<file path="src/sv/tssr_pkg.sv">
// Shared types and constants for the two-sensor swipe recognizer.
`default_nettype none

package tssr_pkg;

   localparam int DISTANCE_W  = 11;
   localparam int THRESHOLD_W = 10;
   localparam int GESTURE_W   = 2;

   localparam logic [DISTANCE_W-1:0]  NO_READING      = '1;
   localparam logic [THRESHOLD_W-1:0] THRESHOLD_RESET = 10'd30;

   typedef enum logic [2:0] {
      ST_REST = 3'd0,
      ST_R1   = 3'd1,
      ST_R2   = 3'd2,
      ST_R3   = 3'd3,
      ST_L1   = 3'd4,
      ST_L2   = 3'd5,
      ST_L3   = 3'd6
   } state_type;

   typedef enum logic [1:0] {
      PAT_NONE  = 2'b00,
      PAT_RIGHT = 2'b01,
      PAT_LEFT  = 2'b10,
      PAT_BOTH  = 2'b11
   } pattern_type;

   typedef enum logic [GESTURE_W-1:0] {
      GESTURE_NONE  = 2'd0,
      GESTURE_LEFT  = 2'd1,
      GESTURE_RIGHT = 2'd2
   } gesture_type;

   typedef struct packed {
      state_type   state;
      gesture_type gesture;
   } fsm_status_type;

endpackage : tssr_pkg

`default_nettype wire

</file>
<file path="src/sv/tssr_fsm.sv">
// Swipe sequence recognizer: state register, next-state and gesture logic.
`default_nettype none

module tssr_fsm
   import tssr_pkg::*;
(
   input  logic           clock,
   input  logic           reset,
   input  logic           advance,
   input  pattern_type    pattern,
   output fsm_status_type status
);

   state_type   state_ff;
   state_type   state_in;
   gesture_type gesture;

   // Next state
   always_comb begin
      state_in = state_ff;
      unique case (state_ff)
         ST_R1: begin
            if (pattern == PAT_NONE || pattern == PAT_LEFT) state_in = ST_REST;
            else if (pattern == PAT_BOTH) state_in = ST_R2;
         end
         ST_R2: begin
            if (pattern == PAT_NONE || pattern == PAT_RIGHT) state_in = ST_REST;
            else if (pattern == PAT_LEFT) state_in = ST_R3;
         end
         ST_R3: begin
            if (pattern == PAT_NONE || pattern == PAT_RIGHT) state_in = ST_REST;
         end
         ST_L1: begin
            if (pattern == PAT_NONE || pattern == PAT_RIGHT) state_in = ST_REST;
            else if (pattern == PAT_BOTH) state_in = ST_L2;
         end
         ST_L2: begin
            if (pattern == PAT_NONE || pattern == PAT_LEFT) state_in = ST_REST;
            else if (pattern == PAT_RIGHT) state_in = ST_L3;
         end
         ST_L3: begin
            if (pattern == PAT_NONE || pattern == PAT_LEFT) state_in = ST_REST;
         end
         default: begin
            // rest, and the unused encoding, which behaves like rest
            if (pattern == PAT_RIGHT) state_in = ST_R1;
            else if (pattern == PAT_LEFT) state_in = ST_L1;
            else state_in = ST_REST;
         end
      endcase
   end

   // Gesture output: report on release after the final single-sensor step
   always_comb begin
      gesture = GESTURE_NONE;
      unique case (state_ff)
         ST_R3:   if (pattern == PAT_NONE) gesture = GESTURE_LEFT;
         ST_L3:   if (pattern == PAT_NONE) gesture = GESTURE_RIGHT;
         default: gesture = GESTURE_NONE;
      endcase
   end

   always_ff @(posedge clock) begin
      if (reset) begin
         state_ff <= ST_REST;
      end else if (advance) begin
         state_ff <= state_in;
      end
   end

   assign status.state   = state_ff;
   assign status.gesture = gesture;

endmodule : tssr_fsm

`default_nettype wire

</file>
<file path="src/sv/two_sensor_swipe_recognizer_unit.sv">
// Top level of the two-sensor swipe recognizer.
//
// Usage:
//   req_ channel: one transaction carries a left and a right distance
//   reading (11-bit signed, -1 means no reading). It is accepted at a
//   rising edge with req_valid high and req_stall low.
//   rsp_ channel: one transaction per accepted request carries the gesture
//   (0 none, 1 left swipe, 2 right swipe), taken when rsp_valid is high and
//   rsp_stall is low.
//   csr_ port: csr_wr_en writes csr_wr_data into the trigger threshold.
//   Write it only while no transaction is in flight.
// Path: an accepted transaction passes through an input register, then the
//   compare and sequence update feeding the result register, which drives
//   rsp_valid. Throughput: one transaction per cycle while the response is not
//   stalled, set by the single state register that is updated once per sample.
// Reset (synchronous, active high): the recognizer returns to rest, both
//   stages empty, threshold back to 30.
// Stall: a stalled response holds in the result register; the input stage
//   still fills, and req_stall rises only when both stages are occupied
//   and the response is stalled.
`default_nettype none

module two_sensor_swipe_recognizer_unit
   import tssr_pkg::*;
(
   input  logic                   clock,
   input  logic                   reset,
   input  logic                   req_valid,
   output logic                   req_stall,
   input  logic [DISTANCE_W-1:0]  req_left_distance,
   input  logic [DISTANCE_W-1:0]  req_right_distance,
   output logic                   rsp_valid,
   input  logic                   rsp_stall,
   output logic [GESTURE_W-1:0]   rsp_gesture,
   input  logic                   csr_wr_en,
   input  logic [THRESHOLD_W-1:0] csr_wr_data
);

   logic [THRESHOLD_W-1:0] threshold_ff;

   // input stage
   logic                  in_valid_ff;
   logic [DISTANCE_W-1:0] left_ff;
   logic [DISTANCE_W-1:0] right_ff;

   // result stage
   logic                  out_valid_ff;
   gesture_type           gesture_ff;

   logic                  out_load;
   logic                  in_load;
   logic                  left_hit;
   logic                  right_hit;
   pattern_type           pattern;
   fsm_status_type        fsm_status;

   // Advance the result stage when the input stage holds data and the result stage is empty or being drained
   assign out_load  = in_valid_ff && (!out_valid_ff || !rsp_stall);
   assign req_stall = in_valid_ff && !out_load;
   assign in_load   = req_valid && !req_stall;

   always_ff @(posedge clock) begin
      if (reset) begin
         threshold_ff <= THRESHOLD_RESET;
      end else if (csr_wr_en) begin
         threshold_ff <= csr_wr_data;
      end
   end

   always_ff @(posedge clock) begin
      if (reset) begin
         in_valid_ff <= 1'b0;
      end else if (in_load || out_load) begin
         in_valid_ff <= in_load;
      end
   end

   always_ff @(posedge clock) begin
      if (in_load) begin
         left_ff  <= req_left_distance;
         right_ff <= req_right_distance;
      end
   end

   // A reading triggers when valid and, as a signed value, below threshold
   always_comb begin
      left_hit  = (left_ff != NO_READING) &&
                  ($signed(left_ff) < $signed({1'b0, threshold_ff}));
      right_hit = (right_ff != NO_READING) &&
                  ($signed(right_ff) < $signed({1'b0, threshold_ff}));
      pattern   = pattern_type'({left_hit, right_hit});
   end

   tssr_fsm u_fsm (
      .clock   (clock),
      .reset   (reset),
      .advance (out_load),
      .pattern (pattern),
      .status  (fsm_status)
   );

   always_ff @(posedge clock) begin
      if (reset) begin
         out_valid_ff <= 1'b0;
      end else if (out_load) begin
         out_valid_ff <= 1'b1;
      end else if (!rsp_stall) begin
         out_valid_ff <= 1'b0;
      end
   end

   always_ff @(posedge clock) begin
      if (out_load) begin
         gesture_ff <= fsm_status.gesture;
      end
   end

   assign rsp_valid   = out_valid_ff;
   assign rsp_gesture = gesture_ff;

   // Assertions

   // never report the unused gesture code
   a_gesture_code: assert property (@(posedge clock) disable iff (reset)
      rsp_valid |-> (rsp_gesture != 2'd3))
      else $error("reserved gesture code on response");

   // a reported left swipe always comes from the third-step state ST_R3
   a_swipe_source: assert property (@(posedge clock) disable iff (reset)
      (out_load && fsm_status.gesture == GESTURE_LEFT) |-> (fsm_status.state == ST_R3))
      else $error("left swipe reported outside its final state");

   // after a reported swipe the recognizer is back at rest
   a_rest_after_swipe: assert property (@(posedge clock) disable iff (reset)
      (out_load && fsm_status.gesture != GESTURE_NONE) |=> (fsm_status.state == ST_REST))
      else $error("recognizer not at rest after swipe");

   // back-pressure only when both stages hold data and the response is stalled
   a_stall_cause: assert property (@(posedge clock) disable iff (reset)
      req_stall |-> (in_valid_ff && out_valid_ff && rsp_stall))
      else $error("request stalled without a full pipeline");

endmodule : two_sensor_swipe_recognizer_unit

`default_nettype wire
</file>
<file path="config.mk">
export PLATFORM = sky130hd
export DESIGN_NAME = two_sensor_swipe_recognizer_unit
export DESIGN_NICKNAME = d
export VERILOG_FILES = /design/src/sv/tssr_pkg.sv /design/src/sv/tssr_fsm.sv /design/src/sv/two_sensor_swipe_recognizer_unit.sv
export SDC_FILE = /design/constraint.sdc
export NUM_CORES = 1
export LEC_CHECK = 0
export BUFFER_PORTS_ARGS = -buffer_cell sky130_fd_sc_hd__buf_4
export CAP_MARGIN = 20
export CELL_PAD_IN_SITES_DETAIL_PLACEMENT = 1
export CELL_PAD_IN_SITES_GLOBAL_PLACEMENT = 2
export CORE_MARGIN = 3
export CORE_UTILIZATION = 31
export DETAILED_ROUTE_END_ITERATION = 12
export HOLD_SLACK_MARGIN = 0.03
export PLACE_DENSITY = 0.87
export SLEW_MARGIN = 25
export SYNTH_ARGS = -nofsm -noshare
export SYNTH_HDL_FRONTEND = slang
export SYNTH_SLANG_ARGS = --single-unit
</file>
<file path="constraint.sdc">
create_clock -name clock -period 1.9 [get_ports clock]
set_input_delay 0.285 -clock clock [delete_from_list [all_inputs] [get_ports clock]]
set_output_delay 0.285 -clock clock [all_outputs]
set_load 0.01 [all_outputs]
</file>
# == Yosys cells after proc, flatten, opt, wreduce, memory -nomap -nowiden ==
# Cells that the tools add are included.
# totals
ff_bits,39
word_cells,60
out_inout_bits,4
# classes
n_mux,18
n_reduce_logical,15
order_cmp,2
n_eq_ne,18
# ops
cell,n
$mux W3,12
$lt A11 B11 Y1,2
$ne A11 B11 Y1 const B,2
$pmux W3 S6,1
$ne A3 B1 Y1 const B,4
$eq A3 B3 Y1 const B,3
$reduce_and A7 Y1,1
$eq A3 B2 Y1 const B,2
$ne A2 B1 Y1 const B,3
$logic_and A1 B1 Y1,5
$eq A2 B2 Y1 const B,2
$logic_not A1 Y1,4
$logic_or A1 B1 Y1,4
$pmux W2 S2,1
$eq A3 B1 Y1 const B,1
$mux W1,3
$eq A2 B1 Y1 const B,1
$logic_not A2 Y1,1
$mux W2,1

# == Depth between registers and ports, before layout ==
# depth
ltp_word,8
mapped_depth,8
ltp_nobuf,8

# == Cells and area by module ==
# Synthesis repeated with hierarchy kept, for this count alone.
# hier_totals
hier_cells,169
area_unflattened_um2,1904.3
# by_module_without_submodules
mod,instances,area_each_um2,cells_per_inst,seq_area_each_um2
two_sensor_swipe_recognizer_unit,1,1639.1,133,960.9
tssr_fsm,1,265.3,36,60.1

# == Worst setup path before layout ==
# OpenSTA, ideal clock, no wires.
# synth_path
kind,reg2reg
from,register left_ff[9]
to,"register gesture_ff[0] (netlist: rsp_gesture[0]), data pin"
path_buffers,0
setup_ns,0.269
t_required_ns,1.631
period_less_slack_ns,2.043
stages_incl_launch_ff,8
t_arrival_ns,1.774
path_slack_ns,-0.143
path_cell_list,edfxtp_1 ha_1 a211oi_1 nand2_1 a2111oi_0 a221o_2 nand2b_1 nor3_1
# synth_rtl
item,line,text
from (decl),two_sensor_swipe_recognizer_unit.sv:43,logic [DISTANCE_W-1:0] left_ff;
from (signal assigned),two_sensor_swipe_recognizer_unit.sv:80,left_ff <= req_left_distance;
to (signal assigned),two_sensor_swipe_recognizer_unit.sv:114,gesture_ff <= fsm_status.gesture;
to (decl),two_sensor_swipe_recognizer_unit.sv:48,gesture_type gesture_ff;

# == Worst setup path in the final report ==
# layout_path
from,register left_ff[4]
to,register u_fsm.state_ff[2]
# layout_between
elab_chain_cells,6
word_cells_on_any_way,23
cone_classes,1 x order compare; 10 x eq/ne; 7 x mux; 5 x reduce/logical
# layout_lines
item,line,text
$lt A11 B11 Y1 or $ne A11 B11 Y1 (tied branches),"two_sensor_swipe_recognizer_unit.sv:88, two_sensor_swipe_recognizer_unit.sv:87",
$logic_and A1 B1 Y1 *,two_sensor_swipe_recognizer_unit.sv:87,left_hit = (left_ff != NO_READING) &&
"$eq A2 B2 Y1, or another cell as far along",--,
"$mux W3, or another cell as far along",tssr_fsm.sv:47,else if (pattern == PAT_LEFT) state_in = ST_L1;
"$mux W3, or another cell as far along",tssr_fsm.sv:46,if (pattern == PAT_RIGHT) state_in = ST_R1;
$pmux W3 S6 or $reduce_and A7 Y1 (tied branches),--,
to (signal assigned),tssr_fsm.sv:67,state_ff <= state_in;
to (decl),tssr_fsm.sv:14,state_type state_ff;
# Mark *: on every way between the ends. The rest lies on a longest branch, timed or not.
# A chain may end at the register's enable or synchronous reset.

==> impl_results.md <==
* Status: complete, but fails checks
* Failing checks: negative setup slack
* Worst hold path type: input pin to flip-flop
* CP cell instances: ha_4 > a21oi_2 > nor3_4 > a2111oi_4 > a221o_2 > nor4b_2 > a211o_1
* CTS tree: done
* Clock Tree Root: clkbuf_8
* Critical Path Slowest Stage Cell: a221o_2
* Cts hold-fix bufs at 0
* Horiz. Die Dim at ~84 um
* Longest Clk Path Bufs at 2
* Power Internal at 0.00145 W
* Critical path required time at 2.08 ns
* CTS Buf Count at 5
* Initial Utilization at 33.1%
* Post-route DRC at 0
* WP data arrival at 2.26 ns
* Final hold slack at 0.173 ns
* Worst Setup Path Type: flip-flop to flip-flop
* Synthesized flop and latch total at 39
* H-tree depth at 2
* Tmin final at 2.08 ns
* Number of global-route vias before repair at 1501
* Inst Count DP at 280
* Comb power frac at 16.5%
* Mean area per synthesized cell at around 11 um^2
* F_max at 481 MHz
* Total of warnings raised by yosys at 0
* ANT nets after route at 0
* Iter 0 DRT Violations at 36
* Nets at 273
* Pwr Total at 0.00192 W
* Sequential cell fraction of total power at 51.7%
* Sw Pwr at 0.000469 W
* Number of I/O pins at roughly 40
* RSZ-0062 raised after global routing: true
* Max-slew violations at 0
* Synth top area share at 38.2%
* Slew @ Worst Pin at 0.459 ns
* Crit-path leading delay family: compound AO/OA/AOI/OAI gates
* Grt ovf at 0
* Type of element capturing the critical path: flip-flop
* Cell area after synthesis at 0.00189 mm^2
* PD cells at 741 mW/mm^2
* Clk slew on worst S/H paths at roughly 0.08 ns
* Dominant cells by area after synthesis: edfxtp_1, dfxtp_1, ha_1
* Core Region at between 0.005 and 0.006 mm^2
* Area delta synth->final at 37.0%
* Clock power share at 31.8%
* CP Max Fanout at 8
* Die ar. at 0.00706 mm^2
* Fin cells at 291
* Crit path buf inv count at 0
* LEAKAGE at 1.09 nW
* Clock Skew at 0.00906 ns
* Synth unique cells at 35
* Syn nets at 222
* DR vias/cell at slightly below 5
* Commonest non-fill, non-tap cell in the layout: buf_4
* Switching share of power at roughly a quarter
* Hpwl dp at approximately 3.3 mm
* Slowest cell delay on critical path at 0.46 ns
* Port Buf Inserts at 40
* Largest net degree at the start of global routing at 23
* # setup viols final at 5
* Final Hold Vio Count at 0
* Die H at 84.0 um
* Sequential area share after synthesis at between 50% and 60%
* Gpl congestion at 0.769
* Worst skew pair latency at 0.29 ns
* Max-Cap Viols at 0
* GR Util All Layers at 12.6%
* Global-route wire length before repair at 7.19 mm
* CP Launch Type: flip-flop
* CTS Sinks at 39
* Fin worst setup slack at -0.180 ns
* DR WL/cell at 15.1 um
* Row count at 27
* Rel. slew slack at 69.3%
* Dpl ws at -0.151 ns
* Post-synth top area cell: edfxtp_1
* VDD IR-drop max at 0.000366 V
* Ant. Diodes at 0
* Routed WL at roughly 4.4 mm
* Mapped Cells at about 170
* Initial antenna violation count at 0
* Fraction of layout instances using a drive strength above 1 at 36.5%
* Initial DRT Pass Iterations at 4
* DR vias at 1435
* Commonest cells after routing, fill and taps aside: buf_4, edfxtp_1, nand2_1, ha_1, dfxtp_1
* Final worst-path cycle share at 109%
[cell type report]
| type | count | area, um^2 |
|---|---|---|
| fillers | 602 | 3120 |
| flip-flops and latches | 39 | 1020 |
| multi-input cells | 111 | 958 |
| repair buffers | 50 | 375 |
| clock buffers | 8 | 100 |
| well taps | 72 | 90.1 |
| inverters | 11 | 41.3 |
[worst register-to-register path: cells and delay by family, from the launching register on]
kind	cells	cell delay (ns)
compound gates	4	0.86
simple gates	2	0.39
flops	1	0.44
fa+ha+maj	1	0.30
[cells by family after synthesis]
logic type	synth area share (%)
adder cells (fa/ha/maj)	11.9
flip-flops	54.1
XOR/XNOR	0.464
multiplexers	3.71
AO/OA/AOI/OAI	12.1
AND/OR/NAND/NOR	14.3
buffers and inverters	3.38
[synthesized netlist by cell type]
master and instances:
inv_1 11, nand2b_1 1, nor4b_1 2, o211ai_1 4
nor4b_2 1, a31oi_1 2, o2111a_1 2, o31a_1 1
clkbuf_1 5, nor3_1 5, mux2i_1 7, or3_1 2
o21ai_0 2, nor2_1 12, a2111oi_0 1, a211o_1 1
nand4_1 5, a221oi_1 1, nand2_1 17, o31ai_1 1
nor2b_1 4, ha_1 18, a21o_1 3, edfxtp_1 24
a21oi_1 6, o32ai_1 1, buf_1 1, a211oi_1 4
a221o_2 1, xnor2_1 1, nand3_1 3, dfxtp_1 15
o2bb2ai_1 1, and3_1 1, nor3b_1 1
[power groups by stage]
stage	logic (W)	registers [W]	clock network [W]
global route	0.000354	0.000998	0.000666
floorplan	0.000167	0.000990	0
global placement	0.000269	0.00101	0
finish	0.000316	0.000992	0.000610
CTS	0.000291	0.000989	0.000636
detailed placement	0.000277	0.00101	0
[state kept, by name, indices dropped and copies added, names as in the netlist]
| register | count |
|---|---|
| in_valid_ff | 1 |
| rsp_valid | 1 |
| u_fsm.state_ff | 3 |
| right_ff | 11 |
| left_ff | 11 |
| rsp_gesture | 2 |
| threshold_ff | 10 |
[metrics by stage]
step	instance area [um^2]	setup TNS, ns	utilization, %
4_1_cts	2500	-0.675	43.8
6_report	2590	-0.683	45.3
3_5_place_dp	2360	-0.662	41.3
2_1_floorplan	1940	-0.0245	-
5_1_grt	2590	-1.25	45.3
3_3_place_gp	2360	-0.417	41.3
[path summary, 6_finish.rpt]
path                          from                 to  slack, ns  cells past startpoint
max                     left_ff[4]  u_fsm.state_ff[2]      -0.18                      7
min          req_right_distance[7]        right_ff[7]       0.17                      1
max reg2reg             left_ff[4]  u_fsm.state_ff[2]      -0.18                      7
min reg2reg        threshold_ff[9]    threshold_ff[9]       0.49                      2
[metal layers]
metal | routed length (um) | up-vias | track usage [%]
met1 | 1920 | 674 | 16.4
met3 | 207 | 4 | 3.46
met4 | 21 | 0 | 3.51
met2 | 2230 | 35 | 20.6
met5 | 0 | - | 0
li1 | - | 722 | -
[repair_timing]
item / in CTS / in global routing
setup endpoints to repair: 5 / 5
resized for setup: 5 / 14
pin swaps: 5 / 5
setup buffers: 3 / 0
Note: power is estimated with default switching activity, not from simulation.
